`src/design/tmdd_pkg.sv`:
```
// ----------------------------------------------------------------------------
// tmdd_pkg
// types, constants, microcode program and helper functions of the tilt drive
// ----------------------------------------------------------------------------
package tmdd_pkg;

  localparam int STEP_W = 4;

  typedef enum logic [2:0] {
    OP_SORT_EVEN,
    OP_SORT_ODD,
    OP_SCALE_P,
    OP_SCALE_R,
    OP_RECIP,
    OP_FIX_P,
    OP_FIX_R,
    OP_MIX
  } op_e;

  typedef enum logic {
    COND_NONE,
    COND_PASS
  } cond_e;

  typedef struct packed {
    op_e               op;
    cond_e             cond;
    logic [STEP_W-1:0] target;
    logic              last;
  } ucode_t;

  typedef struct packed {
    logic active;
    op_e  op;
  } seq_ctrl_t;

  typedef struct packed {
    logic       fwd;
    logic [7:0] duty;
  } drive_t;

  localparam logic [STEP_W-1:0] STEP_SORT = 4'd0;

  localparam logic signed [7:0] ANGLE_MAX   = 8'sd90;
  localparam logic        [7:0] ANGLE_BIAS  = 8'd90;
  localparam logic       [15:0] PITCH_SCALE = 16'd254;
  localparam logic       [15:0] ROLL_SCALE  = 16'd100;
  localparam logic       [15:0] DIV_BY      = 16'd180;
  // floor(2^23 / 180); truncated quotient is exact or one low
  localparam logic       [31:0] RECIP_M     = 32'd46603;
  localparam int                RECIP_SHIFT = 23;
  localparam logic        [8:0] PITCH_OFS   = 9'd127;
  localparam logic        [8:0] ROLL_OFS    = 9'd50;
  localparam logic signed [8:0] DEADBAND    = 9'sd20;

  function automatic ucode_t ucode_rom(input logic [STEP_W-1:0] step);
    ucode_t w;
    w = '{op: OP_MIX, cond: COND_NONE, target: STEP_SORT, last: 1'b1};
    unique case (step)
      4'd0:    w = '{op: OP_SORT_EVEN, cond: COND_NONE, target: STEP_SORT, last: 1'b0};
      4'd1:    w = '{op: OP_SORT_ODD,  cond: COND_PASS, target: STEP_SORT, last: 1'b0};
      4'd2:    w = '{op: OP_SCALE_P,   cond: COND_NONE, target: STEP_SORT, last: 1'b0};
      4'd3:    w = '{op: OP_RECIP,     cond: COND_NONE, target: STEP_SORT, last: 1'b0};
      4'd4:    w = '{op: OP_FIX_P,     cond: COND_NONE, target: STEP_SORT, last: 1'b0};
      4'd5:    w = '{op: OP_SCALE_R,   cond: COND_NONE, target: STEP_SORT, last: 1'b0};
      4'd6:    w = '{op: OP_RECIP,     cond: COND_NONE, target: STEP_SORT, last: 1'b0};
      4'd7:    w = '{op: OP_FIX_R,     cond: COND_NONE, target: STEP_SORT, last: 1'b0};
      4'd8:    w = '{op: OP_MIX,       cond: COND_NONE, target: STEP_SORT, last: 1'b1};
      default: w = '{op: OP_MIX,       cond: COND_NONE, target: STEP_SORT, last: 1'b1};
    endcase
    return w;
  endfunction

  function automatic logic signed [7:0] sat_angle(input logic signed [7:0] a);
    logic signed [7:0] r;
    r = a;
    if (a > ANGLE_MAX) begin
      r = ANGLE_MAX;
    end else if (a < -ANGLE_MAX) begin
      r = -ANGLE_MAX;
    end
    return r;
  endfunction

  function automatic drive_t drive_side(input logic signed [8:0] speed);
    drive_t            d;
    logic signed [8:0] s;
    logic        [8:0] mag;
    s = speed;
    if (speed < DEADBAND && speed > -DEADBAND) begin
      s = 9'sd0;
    end
    mag    = s[8] ? 9'(-s) : 9'(s);
    d.fwd  = ~s[8];
    d.duty = mag[7:0];
    return d;
  endfunction

endpackage

```
`src/design/tmdd_seq.sv`:
```
// ----------------------------------------------------------------------------
// tmdd_seq
// microcode sequencer: step counter, sort pass counter and program rom
// ----------------------------------------------------------------------------
module tmdd_seq #(
  parameter int WINDOW = 5
) (
  input  logic                clk_i,
  input  logic                rst_ni,
  input  logic                start_i,
  input  logic                hold_i,
  output tmdd_pkg::seq_ctrl_t ctrl_o
);

  // enough odd/even pass pairs for a full transposition sort
  localparam int PASSES = (WINDOW + 1) / 2;
  localparam int PASS_W = (PASSES > 1) ? $clog2(PASSES) : 1;

  logic                        busy_q, busy_d;
  logic [tmdd_pkg::STEP_W-1:0] step_q, step_d;
  logic [PASS_W-1:0]           pass_q, pass_d;
  tmdd_pkg::ucode_t            word;

  always_ff @(posedge clk_i or negedge rst_ni) begin
    if (!rst_ni) begin
      busy_q <= 1'b0;
      step_q <= '0;
      pass_q <= '0;
    end else begin
      busy_q <= busy_d;
      step_q <= step_d;
      pass_q <= pass_d;
    end
  end

  always_comb begin
    word   = tmdd_pkg::ucode_rom(step_q);
    busy_d = busy_q;
    step_d = step_q;
    pass_d = pass_q;
    if (!busy_q) begin
      if (start_i) begin
        busy_d = 1'b1;
        step_d = tmdd_pkg::STEP_SORT;
        pass_d = '0;
      end
    end else if (!hold_i) begin
      if (word.cond == tmdd_pkg::COND_PASS && pass_q != PASS_W'(PASSES - 1)) begin
        step_d = word.target;
        pass_d = pass_q + 1'b1;
      end else if (word.last) begin
        busy_d = 1'b0;
      end else begin
        step_d = step_q + 1'b1;
      end
    end
    ctrl_o.active = busy_q;
    ctrl_o.op     = word.op;
  end

endmodule

```
`src/design/tilt_median_differential_drive.sv`:
```
// ----------------------------------------------------------------------------
// tilt_median_differential_drive
// median-of-window tilt filter feeding a differential drive mixer
// ----------------------------------------------------------------------------
// Each request carries one pitch/roll pair, saturated to +-90 degrees and
// stored in a window of WINDOW samples; a request that does not close the
// window is taken whenever no program runs. The request that closes it
// starts a microcoded program that sorts both windows in place with
// odd/even compare-swap passes, scales and divides the medians with one
// shared reciprocal multiplier, and mixes them into left and right drive.
// While that program runs no request is taken; the result then waits in
// an output register while the next window fills. A result that is not
// taken before the next program reaches its last step holds the sequencer
// on that step.
module tilt_median_differential_drive #(
  parameter int WINDOW = 5
) (
  input  logic              clk_i,
  input  logic              rst_ni,
  input  logic              in_valid_i,
  output logic              in_ready_o,
  input  logic signed [7:0] pitch_angle_i,
  input  logic signed [7:0] roll_angle_i,
  output logic              out_valid_o,
  input  logic              out_ready_i,
  output logic              left_forward_o,
  output logic        [7:0] left_duty_o,
  output logic              right_forward_o,
  output logic        [7:0] right_duty_o
);

  localparam int CNT_W = $clog2(WINDOW);
  localparam int MID   = WINDOW / 2;

  logic signed [7:0] pitch_q [WINDOW];
  logic signed [7:0] pitch_d [WINDOW];
  logic signed [7:0] roll_q  [WINDOW];
  logic signed [7:0] roll_d  [WINDOW];
  logic [CNT_W-1:0]  cnt_q, cnt_d;
  logic [15:0]       acc_q, acc_d;
  logic [7:0]        quo_q, quo_d;
  logic [7:0]        mp_q, mp_d;
  logic [7:0]        mr_q, mr_d;
  logic              out_valid_q, out_valid_d;
  tmdd_pkg::drive_t  left_q, left_d;
  tmdd_pkg::drive_t  right_q, right_d;

  tmdd_pkg::seq_ctrl_t ctrl;
  logic                in_acc;
  logic                last_item;
  logic                hold;
  logic                exec;
  logic                odd_pass;
  logic [7:0]          biased;
  logic [31:0]         prod;
  logic [15:0]         rem;
  logic                corr;
  logic [8:0]          quo_fix;
  logic signed [7:0]   mp_s, mr_s, mr_eff;
  logic signed [8:0]   left_sp, right_sp;

  assign in_ready_o = ~ctrl.active;
  assign in_acc     = in_valid_i & in_ready_o;
  assign last_item  = (cnt_q == CNT_W'(WINDOW - 1));
  // result register still full when the mix step wants it
  assign hold = (ctrl.op == tmdd_pkg::OP_MIX) & out_valid_q & ~out_ready_i;
  assign exec = ctrl.active & ~hold;

  tmdd_seq #(
    .WINDOW (WINDOW)
  ) u_seq (
    .clk_i   (clk_i),
    .rst_ni  (rst_ni),
    .start_i (in_acc & last_item),
    .hold_i  (hold),
    .ctrl_o  (ctrl)
  );

  always_ff @(posedge clk_i or negedge rst_ni) begin
    if (!rst_ni) begin
      cnt_q       <= '0;
      out_valid_q <= 1'b0;
    end else begin
      cnt_q       <= cnt_d;
      out_valid_q <= out_valid_d;
    end
  end

  always_ff @(posedge clk_i) begin
    pitch_q <= pitch_d;
    roll_q  <= roll_d;
    acc_q   <= acc_d;
    quo_q   <= quo_d;
    mp_q    <= mp_d;
    mr_q    <= mr_d;
    left_q  <= left_d;
    right_q <= right_d;
  end

  // sample windows: store on request, compare-swap during sort steps
  always_comb begin
    pitch_d  = pitch_q;
    roll_d   = roll_q;
    cnt_d    = cnt_q;
    odd_pass = (ctrl.op == tmdd_pkg::OP_SORT_ODD);
    if (in_acc) begin
      pitch_d[cnt_q] = tmdd_pkg::sat_angle(pitch_angle_i);
      roll_d[cnt_q]  = tmdd_pkg::sat_angle(roll_angle_i);
      cnt_d          = last_item ? '0 : cnt_q + 1'b1;
    end
    if (exec && (ctrl.op == tmdd_pkg::OP_SORT_EVEN || odd_pass)) begin
      for (int i = 0; i < WINDOW - 1; i++) begin
        if (i[0] == odd_pass) begin
          if (pitch_q[i] > pitch_q[i+1]) begin
            pitch_d[i]   = pitch_q[i+1];
            pitch_d[i+1] = pitch_q[i];
          end
          if (roll_q[i] > roll_q[i+1]) begin
            roll_d[i]   = roll_q[i+1];
            roll_d[i+1] = roll_q[i];
          end
        end
      end
    end
  end

  // arithmetic datapath
  always_comb begin
    acc_d  = acc_q;
    quo_d  = quo_q;
    mp_d   = mp_q;
    mr_d   = mr_q;
    biased = (ctrl.op == tmdd_pkg::OP_SCALE_P) ? $unsigned(pitch_q[MID]) : $unsigned(roll_q[MID]);
    biased = biased + tmdd_pkg::ANGLE_BIAS;
    prod   = 32'(acc_q) * tmdd_pkg::RECIP_M;
    rem    = acc_q - 16'(16'(quo_q) * tmdd_pkg::DIV_BY);
    corr   = (rem >= tmdd_pkg::DIV_BY);
    quo_fix = 9'(quo_q) + 9'(corr);
    if (exec) begin
      unique case (ctrl.op)
        tmdd_pkg::OP_SCALE_P: acc_d = 16'(16'(biased) * tmdd_pkg::PITCH_SCALE);
        tmdd_pkg::OP_SCALE_R: acc_d = 16'(16'(biased) * tmdd_pkg::ROLL_SCALE);
        tmdd_pkg::OP_RECIP:   quo_d = 8'(prod >> tmdd_pkg::RECIP_SHIFT);
        tmdd_pkg::OP_FIX_P:   mp_d  = 8'(quo_fix - tmdd_pkg::PITCH_OFS);
        tmdd_pkg::OP_FIX_R:   mr_d  = 8'(quo_fix - tmdd_pkg::ROLL_OFS);
        default: ;
      endcase
    end
  end

  // mixer and result register
  always_comb begin
    mp_s     = $signed(mp_q);
    mr_s     = $signed(mr_q);
    mr_eff   = (mp_s > 8'sd0) ? -mr_s : mr_s;
    left_sp  = 9'(mp_s) - 9'(mr_eff);
    right_sp = 9'(mp_s) + 9'(mr_eff);
    left_d   = left_q;
    right_d  = right_q;
    out_valid_d = out_valid_q & ~out_ready_i;
    if (exec && ctrl.op == tmdd_pkg::OP_MIX) begin
      left_d      = tmdd_pkg::drive_side(left_sp);
      right_d     = tmdd_pkg::drive_side(right_sp);
      out_valid_d = 1'b1;
    end
  end

  assign out_valid_o     = out_valid_q;
  assign left_forward_o  = left_q.fwd;
  assign left_duty_o     = left_q.duty;
  assign right_forward_o = right_q.fwd;
  assign right_duty_o    = right_q.duty;

endmodule

```
`config.mk`:
```
export PLATFORM = sky130hd
export DESIGN_NAME = tilt_median_differential_drive
export DESIGN_NICKNAME = d
export VERILOG_FILES = /design/src/design/tmdd_pkg.sv /design/src/design/tmdd_seq.sv /design/src/design/tilt_median_differential_drive.sv
export SDC_FILE = /design/constraint.sdc
export NUM_CORES = 1
export LEC_CHECK = 0
export ABC_AREA = 1
export BUFFER_PORTS_ARGS = -buffer_cell sky130_fd_sc_hd__buf_2
export CAP_MARGIN = 10
export CORE_ASPECT_RATIO = 1.1
export CORE_MARGIN = 2
export CORE_UTILIZATION = 65
export DETAILED_ROUTE_END_ITERATION = 8
export PLACE_DENSITY = 0.84
export SLEW_MARGIN = 25
export SYNTH_ARGS = -nofsm -noshare
export SYNTH_HDL_FRONTEND = slang
export SYNTH_SLANG_ARGS = --single-unit
```
`constraint.sdc`:
```
create_clock -name clk_i -period 14.75 [get_ports clk_i]
set_clock_uncertainty 0.15 [all_clocks]
set_input_delay 1.475 -clock clk_i [delete_from_list [all_inputs] [get_ports clk_i]]
set_output_delay 1.475 -clock clk_i [all_outputs]
set_load 0.05 [all_outputs]
```
# --- Word-level counts from Yosys, hierarchy flattened ---
# Memories as Yosys holds them, arrays and structs flattened.
# Cells that the tools add are included.
classes:
  eq_ne: 12
  reduce_logical: 16
  addsub: 13
  n_mux: 55
  bitwise: 12
  multipliers: 4
  order_cmp: 20
ops:
  columns: ["operator", "count"]
  rows:
  - ["16-bit 2-to-1 mux", 16]
  - ["40-bit 2-to-1 mux", 4]
  - ["8-bit 2-to-1 mux", 11]
  - ["40-bit bitwise mux", 2]
  - ["8-bit greater-than comparator", 8]
  - ["9-bit 2-to-1 mux", 4]
  - ["16-bit case mux with 2 select lines", 1]
  - ["16-bit by 16-bit multiplier with 31-bit output (second input constant)", 1]
  - ["8-bit demux with 3-bit select", 1]
  - ["8-bit negation", 3]
  - ["4-bit 2-to-1 mux", 5]
  - ["9-bit by 6-bit greater-than comparator with 1-bit output (second input constant)", 2]
  - ["9-bit by 6-bit less-than comparator with 1-bit output (second input constant)", 2]
  - ["16-bit by 8-bit >= comparator with 1-bit output (second input constant)", 1]
  - ["8-bit greater-than comparator (second input constant)", 2]
  - ["8-bit less-than comparator (second input constant)", 2]
  - ["16-bit subtractor", 1]
  - ["3-bit equality test (second input constant)", 5]
  - ["8-bit by 7-bit multiplier with 15-bit output (second input constant)", 1]
  - ["8-bit by 6-bit multiplier with 14-bit output (second input constant)", 1]
  - ["8-bit by 5-bit multiplier with 13-bit output (second input constant)", 1]
  - ["8-bit by 8-bit adder with 9-bit output", 1]
  - ["8-bit by 8-bit subtractor with 9-bit output", 1]
  - ["8-bit by 1-bit adder with 8-bit output", 1]
  - ["other kinds (25)", 55]
word_totals:
  ff_bits: 149
  mem_count: 1
  wordCells: 156
  inputBits: 20
  romBits: 80
memory_table:
  columns: ["name", "words", "word_bits", "rd", "rd_ports_with_merged_regs", "wr", "line_no", "rtl"]
  rows:
  - ["(name not given)", 16, 5, 1, 0, 0, "tmdd_pkg.sv:59", "unique case (step)"]

# --- Longest topological paths before layout ---
depth:
  ltp_word: 16
  depth_mapped: 33
  ltp_nobuf: 32

# --- Hierarchy ---
# Synthesis repeated with hierarchy kept, for this count alone.
unflattened:
  cells_unflattened: 2327
  area_unflattened_um2: 17576.9
by_module_without_submodules:
  columns: ["module", "area_per_inst_um2", "cells_per_inst", "instances"]
  rows:
  - ["tilt_median_differential_drive", 17031.3, 2258, 1]
  - ["tmdd_seq", 545.5, 69, 1]

# --- Worst setup path after synthesis ---
# OpenSTA, ideal clock, no wires.
synth_path:
  path_kind: "reg-to-reg"
  from: "reg u_seq.step_q[1] (netlist name)"
  to: "reg acc_q[12] (data pin)"
  path_stages_with_launch: 29
  arrival_ns: 6.055
  n_path_buf: 0
  synth_period_minus_slack_ns: 6.357
  slack_ns: 8.393
  path_cell_list: "dfrtp_1 inv_1 ha_1 nand2_1 nand3_1 inv_1 nand3_2 o21ai_1 inv_1 ha_1 inv_1 nand3_1 xnor2_1 inv_1 fa_1 fa_1 inv_1 fa_1 inv_1 fa_1 ha_1 inv_1 nor3_1 a21oi_1 or2_2 nand2_1 a21oi_1 or2_2 a31oi_1"
synth_between:
  elab_chain_cells: 6
  word_cells_on_any_way: 8
  cone_classes: "1 x add/sub; 2 x mul; 2 x eq/ne; 2 x mux; 1 x memory"
synth_rtl:
  columns: ["element", "line_no", "rtl"]
  rows:
  - ["start, declared", "tmdd_seq.sv:20", "logic [tmdd_pkg::STEP_W-1:0] step_q, step_d;"]
  - ["start signal, assigned", "tmdd_seq.sv:31", "step_q <= step_d;"]
  - ["memory read 16 x 5 bit (*)", null, null]
  - ["3-bit by 2-bit equality test with 1-bit output", "tilt_median_differential_drive.sv:133, tilt_median_differential_drive.sv:140", null]
  - ["8-bit 2-to-1 mux", "tilt_median_differential_drive.sv:133", "biased = (ctrl.op == tmdd_pkg::OP_SCALE_P) ? $unsigned(pitch_q[MID]) : $unsigned(roll_q[MID]);"]
  - ["8-bit by 7-bit adder with 8-bit output", "tilt_median_differential_drive.sv:134", "biased = biased + tmdd_pkg::ANGLE_BIAS;"]
  - ["8-bit by 5-bit multiplier with 13-bit output / 8-bit by 7-bit multiplier with 15-bit output (equally long branches)", "tilt_median_differential_drive.sv:142, tilt_median_differential_drive.sv:141", null]
  - ["16-bit case mux with 2 select lines (*)", "tilt_median_differential_drive.sv:140", "unique case (ctrl.op)"]
  - ["end signal, assigned", "tilt_median_differential_drive.sv:92", "acc_q <= acc_d;"]
  - ["end, declared", "tilt_median_differential_drive.sv:40", "logic [15:0] acc_q, acc_d;"]
# Every way passes the cells marked *; elsewhere a longest branch is shown, timed or not. The select of a mux whose other input is x is not followed.
# A chain may end at the register's enable or synchronous reset.

# --- Worst setup path in the final report ---
# Same ends and word-level chain as after synthesis.

==> results.yml <==
sta:
  hold_viol_final: 0
  setup_violation_total_in_the_final_timing_report: 0
  layout_worst_path_cycle_share_pct: 48.6
  finalMaxSlewViolations: 0
  maxSlewHeadroom_pct: 31.7
  final.min_clock_period_ns: 7.17
  rsz0062_at_grt: "no"
  whs_ns: 0.359
  maximum_clock_rate_mhz: 140
  setup_tns_ns: 0
  worst_slew_pin_slew_ns: 1.01
logic_synthesis:
  syn_area_per_cell_sq_um: 7.38
  synth_fp_nets: 2816
  seq_total_area_yosys_pct: 20.2
  synth-warning-count: 0
  ys_seq_elements: 148
  synth-edff-count: 57
  synthDistinctLibCells: 49
  post_synth_instance_area_sq_um: 17800
  async_reset_ff_share_pct: 7.43
  cells_after_synth: 2406
  synth-main-ff-cell: "sky130_fd_sc_hd__dfxtp_1"
cts:
  cts.reportedPaths.clkPinSlew_ns: 0.07
  cts-htree-levels: 4
  clock_tree_sinks: 148
  post_cts.repair.setup_buffers: 0
  clock_root_buffer: "sky130_fd_sc_hd__clkbuf_16"
  clk-insertion-delay-late_ns: 0.44
  tritoncts.num_buffers: 17
  cts_hold_buffers: 0
  cts.repair.resized: 0
  cts_tree: "yes"
  clk_path_buf_depth: 2
detailed_routing:
  wl_per_cell_microns: 15.7
  drt_pass1_iterations: 6
  post-route-drc-count: 0
  num_vias: 16000
  finalWirelength_microns: 43800
  via_density_per_instance: 5.73
  dr.first_iter.drc_count: 1347
  ant_nets: 0
global_routing:
  global_route_met3_utilization_pct: 3.53
  gr-usage-all-layers_pct: 31.3
  grt_start_max_net_pins: 68
  wire_length_of_the_first_global_routing_pass_microns: 73100
  routing_usage_on_met1_pct: 39.6
  gr-usage-met2_pct: 54.6
  grt_busiest_layer: "met2"
  initial_antenna_violation_count: 0
  vias_in_the_first_global_route: 15800
  grt-ovfl-total: 0
critical_path:
  cp-end-kind: "register"
  timing.critical_path.from: "u_seq.step_q[1]$_DFFE_PN0P_"
  required_time_of_the_critical_path_ns: 14.87
  slowest_library_cell_on_the_worst_path: "sky130_fd_sc_hd__fa_1"
  max_stage_delay_ns: 0.59
  worstRegToRegCells: 28
  regToRegSetupSlack_ns: 7.58
  r2r-start: "u_seq.step_q[1]$_DFFE_PN0P_"
  worst-path-buf-inv: 8
  worstReg2RegEnd: "acc_q[12]$_DFFE_PP_"
  crit_path_frequent_cell: "sky130_fd_sc_hd__inv_1"
  worst_path_dominant_cell_family: "adder cells"
  critical_path_type: "reg2reg"
  path_max_fanout: 16
  type_of_element_launching_the_critical_path: "register"
  worst-endpoint-arrival_ns: 7.29
placement:
  hpwl_dp_microns: 35100
  io_buffers: 39
  routabilityCongestion: 0.957
cells_and_area:
  layout_common_cells: "sky130_fd_sc_hd__nand2_1 (523), sky130_fd_sc_hd__inv_1 (458), sky130_fd_sc_hd__ha_1 (295)"
  ant_diodes: 0
  layout-drive-gt1-share_pct: 4.84
  final_net_count: 2836
  fillerInstances: 2171
  layout_commonest_cell: "sky130_fd_sc_hd__nand2_1"
  syn2layout_area_growth_pct: 6.18
floorplanning:
  top_level_ports: 40
  fp-row-count: 63
  die_w_microns: 162
  initial_core_utilization_pct: 66.1
  die_height_microns: 177
  fp.dieArea_sq_um: 28700
  core_region_area_sq_um: 26900
hold_path:
  min_to: "pitch_q[33]$_DFF_P_"
  min_delay_path_depth: 2
  min_path_type: "reg2reg"
  holdCritStartpoint: "pitch_q[33]$_DFF_P_"
run_status:
  outcome: "completed"
flow_run:
  maxCapViolations: 0
-- how the worst max path moves through the flow --
stage                          endpoint  cells after the start
floorplan           acc_q[12]$_DFFE_PP_                     28
global placement    acc_q[12]$_DFFE_PP_                     28
detailed placement  acc_q[12]$_DFFE_PP_                     28
CTS                 acc_q[12]$_DFFE_PP_                     28
global route        acc_q[12]$_DFFE_PP_                     28
finish              acc_q[12]$_DFFE_PP_                     28
-- cell families (layout without fill, tap and decap cells) --
| kind of cell | after synthesis | after routing | synth area share (%) |
|---|---|---|---|
| buf+inv | 508 | 541 | 10.9 |
| compound gates | 434 | 434 | 13.6 |
| flops | 148 | 148 | 20.2 |
| fa+ha+maj | 390 | 390 | 31.5 |
| xor+xnor | 70 | 70 | 3.45 |
| simple gates | 856 | 856 | 20.4 |
-- flip-flops by register name, summed over array words and instances (netlist names) --
signal,flops
out_valid_o,1
cnt_q,3
u_seq.pass_q,2
left_forward_o,1
roll_q,40
left_duty_o,8
acc_q,15
mp_q,8
u_seq.step_q,4
quo_q,8
pitch_q,40
mr_q,8
right_forward_o,1
u_seq.busy_q,1
right_duty_o,8
-- cells in the mapped netlist, drive strengths merged, types with 11 or more instances --
master    n  area [sq um]
o21ai   212          1060
nand3   122           631
dfxtp    80          1600
ha      295          3690
nor3     26           141
nor2    115           442
nand2   526          1990
dfrtp    11           275
fa       95          1900
xor2     47           412
xnor2    23           201
or2      20           125
buf      19          97.6
inv     464          1740
a21oi   125           629
nand4    39           244
o211ai   36           270
edfxtp   57          1710
clkbuf   23          86.3
-- tightest hold or removal path, delay by kind of cell (launching register included) --
family,cells,cell delay [ns]
compound gates,1,0.07
flops,1,0.33
simple gates,1,0.07
-- final cells by class --
cell class	instances	area [sq um]	share of cell area [%]
multi-input cells	1750	12300	65.0
flip-flops and latches	148	3590	19.0
inverters	466	1750	9.28
clock buffers	19	475	2.52
well taps	357	447	2.37
repair buffers	43	225	1.19
clock inverters	13	108	0.571
-- through the flow --
| step | util (%) | cell area [sq um] | setup WS [ns] | cells |
|---|---|---|---|---|
| floorplan | - | 17800 | 8.39 | 2406 |
| global placement | 67.9 | 18300 | 7.87 | 2764 |
| detailed placement | 68.0 | 18300 | 7.63 | 2764 |
| CTS | 70.1 | 18900 | 7.58 | 2796 |
| global route | 70.2 | 18900 | 7.04 | 2796 |
| finish | 70.2 | 18900 | 7.58 | 2796 |
-- routing by layer --
layer  share of wire (%)  wire [microns]  up-vias
met5                   0               0        -
met1                  43           18700     7486
met2                  49           21300      503
met4                 3.6            1560        0
met3                 5.1            2250      114
li1                    -               -     7917
Power is not shown: default switching activity piles up to over one toggle a cycle in this logic, so the estimate is an artifact.
